$ cat config.mk
export PLATFORM = sky130hd
export DESIGN_NAME = bcc_ctrl
export DESIGN_NICKNAME = d
export VERILOG_FILES = /design/src/rtl/bcc_pkg.sv /design/src/rtl/bcc_ctrl.sv
export VERILOG_INCLUDE_DIRS = /design/src /design/src/rtl
export SDC_FILE = /design/constraint.sdc
export NUM_CORES = 1
export LEC_CHECK = 0
export BUFFER_PORTS_ARGS = -buffer_cell sky130_fd_sc_hd__buf_2
export CAP_MARGIN = 15
export CELL_PAD_IN_SITES_DETAIL_PLACEMENT = 0
export CELL_PAD_IN_SITES_GLOBAL_PLACEMENT = 1
export CORE_AREA = 5 5 42 44
export CTS_CLUSTER_DIAMETER = 150
export DETAILED_ROUTE_END_ITERATION = 16
export DIE_AREA = 0 0 47 49
export PLACE_DENSITY = 0.75
export SLEW_MARGIN = 20
export SYNTH_ARGS = -nofsm -noshare
export SYNTH_HDL_FRONTEND = slang
export SYNTH_SLANG_ARGS = --single-unit
$ cat constraint.sdc
create_clock -name clk_i -period 3.52 [get_ports clk_i]
set_input_delay 0.704 -clock clk_i [delete_from_list [all_inputs] [get_ports clk_i]]
set_output_delay 0.704 -clock clk_i [all_outputs]
set_load 0.03 [all_outputs]
$ cat src/rtl/assert_macros.svh
// assertion macros shared by the coulomb counter rtl
// expects clk_i and rst_ni in the scope of each use
`ifndef ASSERT_MACROS_SVH
`define ASSERT_MACROS_SVH
`ifndef ASSERT_OFF
// property must hold at every clock edge out of reset
`define ASSERT_CLK(label, prop) \
  label: assert property (@(posedge clk_i) disable iff (!rst_ni) (prop)) \
    else $error("%m: assertion failed");
// condition must never be seen at a clock edge out of reset
`define ASSERT_NEVER(label, cond) \
  label: assert property (@(posedge clk_i) disable iff (!rst_ni) !(cond)) \
    else $error("%m: forbidden condition seen");
`else
`define ASSERT_CLK(label, prop)
`define ASSERT_NEVER(label, cond)
`endif
`endif

$ cat src/rtl/bcc_pkg.sv
// shared types, constants and codes of the coulomb counter
// no dependencies
`timescale 1ns / 1ps

package bcc_pkg;

  // field and datapath widths
  localparam int unsigned CUR_W    = 20;
  localparam int unsigned MS_W     = 16;
  localparam int unsigned REG_W    = 16;
  localparam int unsigned CHG_W    = 38;
  localparam int unsigned AMT_W    = 36;
  localparam int unsigned EPROD_W  = 52;
  localparam int unsigned ENG_W    = 64;
  localparam int unsigned TTL_W    = 40;
  localparam int unsigned SOC_W    = 17;
  localparam int unsigned VOLT_W   = 17;
  localparam int unsigned FAULT_W  = 2;
  localparam int unsigned IR_W     = 37;
  localparam int unsigned UV_W     = 38;
  localparam int unsigned UVDIV_W  = 27;
  localparam int unsigned CNT_W    = 6;
  localparam int unsigned REG_IDX_W = 2;
  localparam int unsigned RECIP_W  = 28;
  localparam int unsigned VPROD_W  = 54;

  // conversion constants
  localparam logic [21:0]        MAS_PER_MAH  = 22'd3600000;
  localparam logic [CHG_W-1:0]   CHARGE_RESET = 38'd3600000000;
  localparam logic [9:0]         MV_TO_UV     = 10'd1000;
  localparam logic [UVDIV_W-1:0] UV_CLAMP     = 27'd131072000;
  localparam logic [SOC_W-1:0]   SOC_FULL     = 17'd65536;
  localparam logic [VOLT_W-1:0]  VOLT_MAX     = 17'd131071;
  localparam logic [TTL_W-1:0]   TTL_INFINITE = '1;

  // microvolts to millivolts: multiply by ceil(2^37 / 1000), keep bits from 37 up
  // exact for every value below 2^27
  localparam logic [RECIP_W-1:0] UV_TO_MV_RECIP = 28'd137438954;
  localparam int unsigned        VOLT_SHIFT     = 37;

  // divider step counts per operation
  localparam logic [CNT_W-1:0] SOC_STEPS  = 6'd16;
  localparam logic [CNT_W-1:0] TTL_STEPS  = 6'd38;

  // register reset values
  localparam logic [REG_W-1:0] CAPACITY_RESET   = 16'd1000;
  localparam logic [REG_W-1:0] OPEN_MV_RESET    = 16'd5000;
  localparam logic [REG_W-1:0] RESISTANCE_RESET = 16'd0;

  // register indexes
  localparam logic [REG_IDX_W-1:0] REG_CAPACITY   = 2'd0;
  localparam logic [REG_IDX_W-1:0] REG_OPEN_MV    = 2'd1;
  localparam logic [REG_IDX_W-1:0] REG_RESISTANCE = 2'd2;

  // status codes
  localparam logic [FAULT_W-1:0] FAULT_NONE  = 2'd0;
  localparam logic [FAULT_W-1:0] FAULT_FULL  = 2'd1;
  localparam logic [FAULT_W-1:0] FAULT_EMPTY = 2'd2;

  // divider operations
  typedef enum logic [1:0] {
    DIV_SOC,
    DIV_TTL
  } div_op_e;

  typedef struct packed {
    logic signed [CUR_W-1:0] port_current_ma;
    logic [MS_W-1:0]         elapsed_ms;
  } in_item_t;

  typedef struct packed {
    logic [SOC_W-1:0]        soc_q16;
    logic [CHG_W-1:0]        remaining_charge;
    logic signed [ENG_W-1:0] energy_used;
    logic [TTL_W-1:0]        time_to_limit_ms;
    logic [VOLT_W-1:0]       closed_voltage_mv;
    logic [FAULT_W-1:0]      status;
  } out_item_t;

  typedef struct packed {
    logic [REG_W-1:0] capacity_mah;
    logic [REG_W-1:0] open_circuit_mv;
    logic [REG_W-1:0] resistance_mohm;
  } cfg_t;

  // controller to datapath commands
  typedef struct packed {
    logic    latch_in;
    logic    mul;
    logic    update;
    logic    energy;
    logic    div_start;
    div_op_e div_op;
    logic    cap_soc;
    logic    cap_ttl;
    logic    cap_volt;
    logic    out_load;
  } dp_cmd_t;

  // datapath to controller status
  typedef struct packed {
    logic div_busy;
    logic div_done;
  } dp_status_t;

endpackage

$ cat src/rtl/bcc_ctrl.sv
// sequencing state machine of the coulomb counter
// depends on bcc_pkg and assert_macros.svh
`timescale 1ns / 1ps
`include "assert_macros.svh"

module bcc_ctrl (
  input  logic                  clk_i,
  input  logic                  rst_ni,
  input  logic                  in_valid_i,
  output logic                  in_stall_o,
  output logic                  out_valid_o,
  input  logic                  out_stall_i,
  input  bcc_pkg::dp_status_t   status_i,
  output bcc_pkg::dp_cmd_t      cmd_o
);
  import bcc_pkg::*;

  localparam logic [2:0] ST_IDLE  = 3'd0;
  localparam logic [2:0] ST_MUL   = 3'd1;
  localparam logic [2:0] ST_UPD   = 3'd2;
  localparam logic [2:0] ST_ENG   = 3'd3;
  localparam logic [2:0] ST_DSOC  = 3'd4;
  localparam logic [2:0] ST_DTTL  = 3'd5;
  localparam logic [2:0] ST_OUT   = 3'd6;

  logic [2:0] state_q, state_d;
  logic       out_valid_q, out_valid_d;
  logic       in_take;
  logic       out_free;

  assign in_stall_o = (state_q != ST_IDLE);
  assign in_take    = in_valid_i && !in_stall_o;
  assign out_free   = !out_valid_q || !out_stall_i;

  // next state and commands
  always_comb begin
    state_d = state_q;
    cmd_o   = '0;
    unique case (state_q)
      ST_IDLE: begin
        if (in_take) begin
          cmd_o.latch_in = 1'b1;
          state_d = ST_MUL;
        end
      end
      ST_MUL: begin
        cmd_o.mul = 1'b1;
        state_d = ST_UPD;
      end
      ST_UPD: begin
        cmd_o.update = 1'b1;
        state_d = ST_ENG;
      end
      ST_ENG: begin
        cmd_o.energy    = 1'b1;
        cmd_o.cap_volt  = 1'b1;
        cmd_o.div_start = 1'b1;
        cmd_o.div_op    = DIV_SOC;
        state_d = ST_DSOC;
      end
      ST_DSOC: begin
        if (status_i.div_done) begin
          cmd_o.cap_soc   = 1'b1;
          cmd_o.div_start = 1'b1;
          cmd_o.div_op    = DIV_TTL;
          state_d = ST_DTTL;
        end
      end
      ST_DTTL: begin
        if (status_i.div_done) begin
          cmd_o.cap_ttl = 1'b1;
          state_d = ST_OUT;
        end
      end
      ST_OUT: begin
        if (out_free) begin
          cmd_o.out_load = 1'b1;
          state_d = ST_IDLE;
        end
      end
      default: state_d = ST_IDLE;
    endcase
  end

  // output valid tracks the result register
  always_comb begin
    out_valid_d = out_valid_q;
    if (cmd_o.out_load) begin
      out_valid_d = 1'b1;
    end else if (out_valid_q && !out_stall_i) begin
      out_valid_d = 1'b0;
    end
  end

  always_ff @(posedge clk_i or negedge rst_ni) begin
    if (!rst_ni) begin
      state_q     <= ST_IDLE;
      out_valid_q <= 1'b0;
    end else begin
      state_q     <= state_d;
      out_valid_q <= out_valid_d;
    end
  end

  assign out_valid_o = out_valid_q;

  `ASSERT_CLK(a_busy_after_take, in_take |=> in_stall_o)
  `ASSERT_NEVER(a_start_while_busy, cmd_o.div_start && status_i.div_busy)
  `ASSERT_CLK(a_valid_after_load, cmd_o.out_load |=> out_valid_o)
  `ASSERT_NEVER(a_load_over_result, cmd_o.out_load && out_valid_q && out_stall_i)

endmodule

==> results of run 1 <==
## final cells by class
| type | count | area [µm²] | share of cell area [%] |
|---|---|---|---|
| multi-input combinational | 25 | 156.4 | 40.06 |
| sequential | 4 | 100.1 | 25.64 |
| tap | 16 | 20.02 | 5.128 |
| clock buffer | 3 | 22.52 | 5.769 |
| timing repair buffer | 16 | 80.08 | 20.51 |
| inverter | 3 | 11.26 | 2.885 |
## cell families (layout without fill, tap and decap cells)
family                 count (synthesis)  after routing  synth area share [%]
AO/OA/AOI/OAI                          6              6                 13.46
buffers and inverters                 10             22                 21.15
AND/OR/NAND/NOR                       17             17                 30.77
flip-flops                             4              4                 30.77
XOR/XNOR                               1              1                 2.693
other                                  1              1                 1.153
## synthesized netlist by cell type
master / number / area (µm²)
sky130_fd_sc_hd__a21boi_0: 1 / 7.510
sky130_fd_sc_hd__a21oi_1: 1 / 5.000
sky130_fd_sc_hd__buf_2: 1 / 5.000
sky130_fd_sc_hd__buf_4: 4 / 30.03
sky130_fd_sc_hd__buf_6: 2 / 22.52
sky130_fd_sc_hd__conb_1: 1 / 3.750
sky130_fd_sc_hd__dfrtp_1: 4 / 100.1
sky130_fd_sc_hd__inv_1: 3 / 11.26
sky130_fd_sc_hd__nand2_1: 4 / 15.01
sky130_fd_sc_hd__nand2b_1: 1 / 6.260
sky130_fd_sc_hd__nand2b_2: 1 / 8.760
sky130_fd_sc_hd__nand3b_1: 2 / 15.01
sky130_fd_sc_hd__nor2_1: 3 / 11.26
sky130_fd_sc_hd__nor2_2: 1 / 6.260
sky130_fd_sc_hd__nor2b_1: 1 / 6.260
sky130_fd_sc_hd__nor3_1: 1 / 5.000
sky130_fd_sc_hd__nor3b_1: 1 / 7.510
sky130_fd_sc_hd__o22ai_1: 1 / 6.260
sky130_fd_sc_hd__o311ai_1: 1 / 8.760
sky130_fd_sc_hd__o31ai_1: 1 / 7.510
sky130_fd_sc_hd__o32ai_1: 1 / 8.760
sky130_fd_sc_hd__or2b_1: 1 / 7.510
sky130_fd_sc_hd__or3_4: 1 / 11.26
sky130_fd_sc_hd__xnor2_1: 1 / 8.760
## stage by stage
| stage | utilization, % | hold WS (ns) |
|---|---|---|
| after global routing | 27.86 | 0.2495 |
| after floorplan | - | 0.4084 |
| after global placement | 26.25 | 0.5132 |
| final | 27.86 | 0.2565 |
| after CTS | 27.86 | 0.2521 |
| after detailed placement | 26.25 | 0.5111 |
## metal layers
layer	vias to the layer above	wire, µm	GRT usage, %
li1	148	-	-
met3	0	81	7.011
met2	9	346	9.729
met5	-	0	0
met1	129	308	8.018
met4	0	0	1.382
## power groups by stage
| stage | sequential (W) | combinational [W] | clock [W] |
|---|---|---|---|
| final | 0.000115 | 0.000230 | 0.0000588 |
| after global routing | 0.000121 | 0.000248 | 0.0000678 |
| after CTS | 0.000115 | 0.000234 | 0.0000619 |
| after detailed placement | 0.000116 | 0.000234 | 0 |
| after global placement | 0.000115 | 0.000232 | 0 |
| after floorplan | 0.0000860 | 0.000234 | 0 |
## registers in the layout, summed over array words and instances (netlist names)
| register | count |
|---|---|
| state_q | 3 |
| out_valid_o | 1 |
## worst min-delay path by stage
stage	depth (start not counted)	slack [ns]	startpoint	endpoint
3_3_place_gp	1	0.51	rst_ni	state_q[0]
6_report	1	0.26	rst_ni	state_q[0]
2_1_floorplan	0	0.41	rst_ni	out_valid_o
4_1_cts	1	0.25	rst_ni	state_q[0]
3_5_place_dp	1	0.51	rst_ni	state_q[0]
5_1_grt	1	0.25	rst_ni	state_q[0]
## worst register-to-register path, stage by stage (launching register included)
cell and delay, ns:
sky130_fd_sc_hd__dfrtp_1 0.51, sky130_fd_sc_hd__or2b_1 0.30, sky130_fd_sc_hd__o22ai_1 0.16
==> results by stage, run 1 <==
Pwr:
- Overall power consumption after layout is estimated at just over 0.0004 W.
- The sequential power share is 28.5%.
- The net switching power figure is ~0.00021 W.
- In this run the static leakage power is 0.2128 nW.
- The internal power of the cells totals 0.0001897 W.
- For this design the ratio of total power to cell area is between 1000 and 1500 nW/µm².
- The clock network burns approximately 15% of the power.
- Of the total power, the share spent switching nets is a little over half.
- Combinational cells account for 57.0% of the total power.
- IR analysis of the VDD net gives a maximum drop of 0.0002912 V.

Cells and area:
- The final standard cell count with taps included and fillers excluded is 67.
- Leaving out fill and tap cells, the most frequent cells in the layout are sky130_fd_sc_hd__buf_2 (16), sky130_fd_sc_hd__nand2_1 (4), sky130_fd_sc_hd__dfrtp_1 (4).
- From synthesis to final layout, the design area changed by 20.00%.
- The fraction of layout instances using a drive strength above 1 is 43.14%.
- The repair_antennas step left the layout with diodes totalling 0.
- For this run, the post-layout net count is 59.
- The leading cell type in the layout, fill and taps excluded is sky130_fd_sc_hd__buf_2.
- Once layout is done, the placed cells without fillers occupy roughly 390 µm².
- The number of inserted filler cells in the final layout is 167.

Placement:
- The final RePlAce weighted congestion is 0.6606.
- The pre-CTS setup slack is 1.495 ns.
- Buffers placed on the I/O ports in this run total 16.
- The post-place instance area is 367.9 µm².
- Including well taps, the total number of placed cells is 64.
- The half-perimeter wire length of the detailed placement result is 547.8 µm.

Worst setup path:
- The startpoint type of the worst setup path is a register.
- The biggest fanout along the worst timing path is 12.
- The data arrival time at the worst-slack endpoint is 1.46 ns.
- The kind of capture point of the worst setup path is an output pin.
- The top cell family by delay on the critical path is flip-flops.
- The critical path is of the reg2out type.
- Counting both buffers and inverters, the worst setup path holds a total of 1.
- The setup slack on the worst flop-to-flop path is 2.48 ns.
- The launch instance of the worst register-to-register path is state_q[0].
- The end of the critical path is cmd_o[10].
- The signal on the critical path passes through or3_4 > nor2_2 > buf_2.
- The cell count of the worst reg-to-reg path is 2.
- The endpoint identified for the worst register-to-register timing path is state_q[1].
- In this run the number of cells on the critical path is 3.
- The critical path starts at state_q[0].
- For this run, the slowest stage of the critical path takes 0.51 ns.
- STA puts the critical path data required time at about 2.8 ns.
- For this design, the slowest cell found on the critical path is sky130_fd_sc_hd__dfrtp_1.

Clock tree:
- The clock latency on the worst-skew pair is approximately 0.24 ns.
- The total clock buffers created by CTS is 3.
- The root buffer cell chosen for the clock tree is sky130_fd_sc_hd__clkbuf_4.
- Clock-pin slew was measured on the worst setup and hold paths at 0.04 ns.
- CTS built an H-tree with a depth of 1.
- TritonCTS built the clock tree.
- The number of post-CTS setup repair buffers is 0.
- In this run, post-CTS hold repair placed 0 buffers.
- For this design, the sink count on the clock tree is 4.
- After clock tree synthesis, the repair step resized 0 gates.
- The maximum buffer depth of the clock tree is 2.

Global route:
- Global routing used 7.143% of the available tracks.
- The initial antenna violation count is 0.
- The pin count of the biggest net entering global routing is 13.
- The number of global-route vias before repair was between 200 and 300.
- The total congestion overflow is 0.
- The first global-routing pass estimated ~1100 µm of wire.

Die:
- The area of the core region is 1401 µm².
- The area enclosed by the die boundary is approximately 2300 µm².
- The y dimension of the die is 49 µm.
- The die is 47 µm wide.
- For this configuration, the core starts out at a cell density of 23.21%.
- In this run the core area contains 14 standard-cell rows.
- The I/O pin count is 19.

Detailed routing:
- The first detailed-routing pass ran for 2 iterations.
- In the routed layout, each cell is associated on average with a via count of 4.269.
- The per-cell routed wire length is 10.99 µm.
- Summed over all layers, the routed wires come to approximately 740 µm.
- The initial detailed-routing violation count is 5.
- Once detail routing completed, the nets flagged for antenna violations numbered 0.
- After detailed routing, the number of remaining DRC violations is 0.
- The via count of the routed design is 286.

Timing:
- For the final database, setup skew stands at 0.003717 ns.
- In the finished design, the share of the clock period the worst path needs comes to 61.40%.
- Setup repair after global routing left no endpoint under its margin.
- The final setup TNS is 0 ns.
- The number of failing setup endpoints in the final timing report is 0.
- The final worst-path setup slack is 1.359 ns.
- The highest achievable clock rate is between 400 and 500 MHz.
- The routed design could run at a clock period as short as around 2.2 ns.
- The number of pins exceeding their max-slew limit in the final report came to 0.
- The number of hold violations in the final report came to 0.

Run status:
- The run finished with clean final reports.

Worst hold path:
- In this run the worst hold path is classified as in2async.

Logic synthesis:
- The post-synth net total is 45.
- The post-synthesis instance area is 325.3 µm².
- The share of the Yosys chip area taken by registers is 30.77%.
- The post-synthesis register bit count is 4.
- In this run, distinct cell masters in the synthesized netlist total 24.
- Counting every instance in the synthesized netlist gives 39.
- Averaged over all synthesized cells, the footprint is 8.341 µm².
- The warning count from the yosys run is 0.

Flow run:
- Max-cap violations in this run came to 0.
(Power assumes the default switching activity.)
==> inputs of run 2 (changes only) <==
- clock period: 3.52 -> 2.2 ns (I/O delays scaled with it)
==> run 2 against run 1 <==
Count of clock-buffer cells in the layout unchanged. Setup slack lost 1.0 ns. Final cell count up 1.5%. Non-clock buffer count grew 1. Sequential share of layout area fell by 0.64 points. Combinational power increased by 60%. First-iteration DRC count fell by 40%. Register-to-register slack worse by 1.3 ns. Largest cell class unchanged.
==> results by stage, run 2 (synthesized netlist as in run 1, its figures left out) <==
Pwr:
- The power density relative to cell area is approximately 1600 nW/µm².
- In this run the static leakage power is roughly 0.22 nW.
- The clock network accounts for between 10% and 20% of the total power.
- The net switching power figure is 0.0003403 W.
- Of the total power, the share spent switching nets is 52.78%.
- The design draws between 0.0006 and 0.0007 W.
- Cell internal power was estimated by the tool at 0.0003044 W.
- In this run, the combinational gates consume a little under three fifths of the power.
- The share of total power dissipated in sequential elements is 28.8%.
- The maximum vdd ir drop is 0.0005043 V.

Timing:
- In the finished design, the share of the clock period the worst path needs comes to 85.53%.
- The number of pins exceeding their max-slew limit in the final report is 0.
- For the finished layout, the period the worst path requires is around 1.9 ns.
- Once routing completed, OpenROAD measured the worst setup slack at 0.3183 ns.
- Adding up every negative setup slack in the final design gives 0 ns.
- The number of failing setup endpoints in the final timing report is 0.
- Setup repair after global routing left no endpoint under its margin.
- The clock arrives with 0.002735 ns of skew.
- The highest achievable clock rate is 531.4 MHz.
- The number of hold violations in the final report came to 0.

Worst hold path:
- The class of the worst hold path is in2reg.

Clock tree:
- The number of hold buffers added after CTS was 1.
- Once the clock tree was built, the setup fixing pass inserted 0 buffers.
- The sink count of the clock tree is 4.
- Clock-pin slew was measured on the worst setup and hold paths at 0.04 ns.
- Clock tree synthesis selected as its root buffer the cell sky130_fd_sc_hd__clkbuf_4.
- The maximum buffer depth of the clock tree is 2.
- CTS built an H-tree with a depth of 1.
- TritonCTS built the clock tree.
- The clock latency on the worst-skew pair is about 0.23 ns.
- The total clock buffers created by CTS is 3.
- Once the clock tree was built, the resizer swapped 0 gates to a different size.

Global route:
- The first global-routing pass estimated between 1000 and 1500 µm of wire.
- Entering global routing, the biggest net connects 13 pins.
- In the global route stage, overall resource usage came out at roughly 7.1%.
- The initial antenna violation count was 0.
- For this run the aggregate overflow at the end of global routing stands at 0.
- The number of global-route vias before repair is about 270.

Worst setup path:
- The data required time at the worst endpoint is about 1.8 ns.
- The largest single stage delay on the critical path is 0.50 ns.
- The worst setup path is of the reg2out kind.
- The kind of capture point of the worst setup path is an output pin.
- Data arrives at the worst endpoint at around 1.4 ns.
- The critical-path cell with the highest stage delay is sky130_fd_sc_hd__dfrtp_1.
- The top cell family by delay on the critical path is simple AND/OR/NAND/NOR gates.
- Counting both buffers and inverters, the worst setup path holds a total of 1.
- Traced cell by cell, the critical path runs through or3_4 > nor2_2 > buf_2.
- STA classifies the critical path startpoint as a register.
- Along the worst path, the maximum fanout reaches 12.

Placement:
- Routability-driven placement finished with a final weighted congestion of 0.6780.
- The count of port buffers added during placement is 16.
- Detailed placement ended at an HPWL of 551.3 µm.
- The pre-CTS setup slack is 0.5573 ns.

Cells and area:
- Across the whole layout, storage elements account for 100.1 µm².
- The flip-flop count of the largest register after layout is 3.
- The post-route netlist has between 40 and 50% of its cells at a drive strength greater than 1.
- Relative to the synthesized area, the layout overhead comes to 23.08%.
- The leading cell type in the layout, fill and taps excluded is sky130_fd_sc_hd__buf_2.
- The final net count is 60.
- The number of antenna diodes in the final layout is 0.
- In the layout the commonest cells are sky130_fd_sc_hd__buf_2 (16), sky130_fd_sc_hd__nand2_1 (4), sky130_fd_sc_hd__dfrtp_1 (4).
- The largest register by flop count is state_q.
- The number of inserted filler cells in the final layout is 164.
- In the final layout, the multi-input gates occupy about 160 µm².

Detailed routing:
- The count of nets left with antenna violations once routing finished came out at 0.
- The initial detailed-routing violation count is 3.
- In the routed design, unresolved DRC markers number 0.
- The final layout contains routed wiring with a total length of about 730 µm.
- The via-per-instance ratio is 4.353.
- Detailed routing inserted a total of roughly 300 vias.
- After detailed routing, the average wire length per cell comes to 10.69 µm.
- The detailed-router iteration count before antenna repair is 2.

Die:
- Measured along the y axis, the die boundary spans 49 µm.
- The I/O pin count is 19.
- The die covers between 2000 and 2500 µm².
- The initialized floorplan defines 14 standard-cell rows.
- The chip width is around 47 µm.
- The area of the core region is 1401 µm².
- The initial utilization of the core area, before any placement, comes to 23.21%.

Run status:
- The flow ran to the end, and the final reports show no timing, DRC or antenna violations.

Flow run:
- The max-capacitance violation count is 0.
[run 2: worst paths after layout]
check	slack, ns	from	endpoint	cells after the start
min reg2reg	0.54	out_valid_o	out_valid_o	2
max reg2reg	1.17	state_q[0]	state_q[1]	2
min in group asynchronous	0.55	rst_ni	out_valid_o	2
max in group asynchronous	1.54	rst_ni	state_q[2]	2
max	0.32	state_q[0]	cmd_o[10]	3
min	0.45	out_stall_i	out_valid_o	3
[run 2: final cells by class]
cell class              count  area share, %
repair buffers             17          22.50
inverters                   3          2.812
clock buffers               3          5.625
well taps                  16          5.000
flip-flops and latches      4          25.00
multi-input cells          25          39.06
[run 2: worst register-to-register path, delay by kind of cell (launching register included)]
kind	cells	cell delay (ns)
DFF	1	0.50
and+or+nand+nor	1	0.30
AOI/OAI and AO/OA	1	0.16
[run 2: through the flow]
step | instances | instance area, µm² | hold slack [ns] | utilization [%]
6_report | 68 | 400.4 | 0.4548 | 28.57
3_3_place_gp | 64 | 367.9 | 0.2502 | 26.25
3_5_place_dp | 64 | 367.9 | 0.2492 | 26.25
2_1_floorplan | 39 | 325.3 | 0.1444 | -
4_1_cts | 68 | 400.4 | 0.4520 | 28.57
5_1_grt | 68 | 400.4 | 0.4827 | 28.57
[run 2: power by group through the flow]
stage / combinational, W / clock, W / sequential (W)
detailed placement: 0.000374 / 0 / 0.000186
floorplan: 0.000374 / 0 / 0.000138
CTS: 0.000376 / 0.0000963 / 0.000184
global route: 0.000394 / 0.000101 / 0.000191
global placement: 0.000371 / 0 / 0.000183
finish: 0.000369 / 0.0000904 / 0.000185
[run 2: metal layers]
layer	vias up	track usage (%)	wire length, µm
met5	-	0	0
met4	0	6.912	0
met3	0	2.214	46
met2	6	10.18	380
met1	139	7.556	300
li1	151	-	-
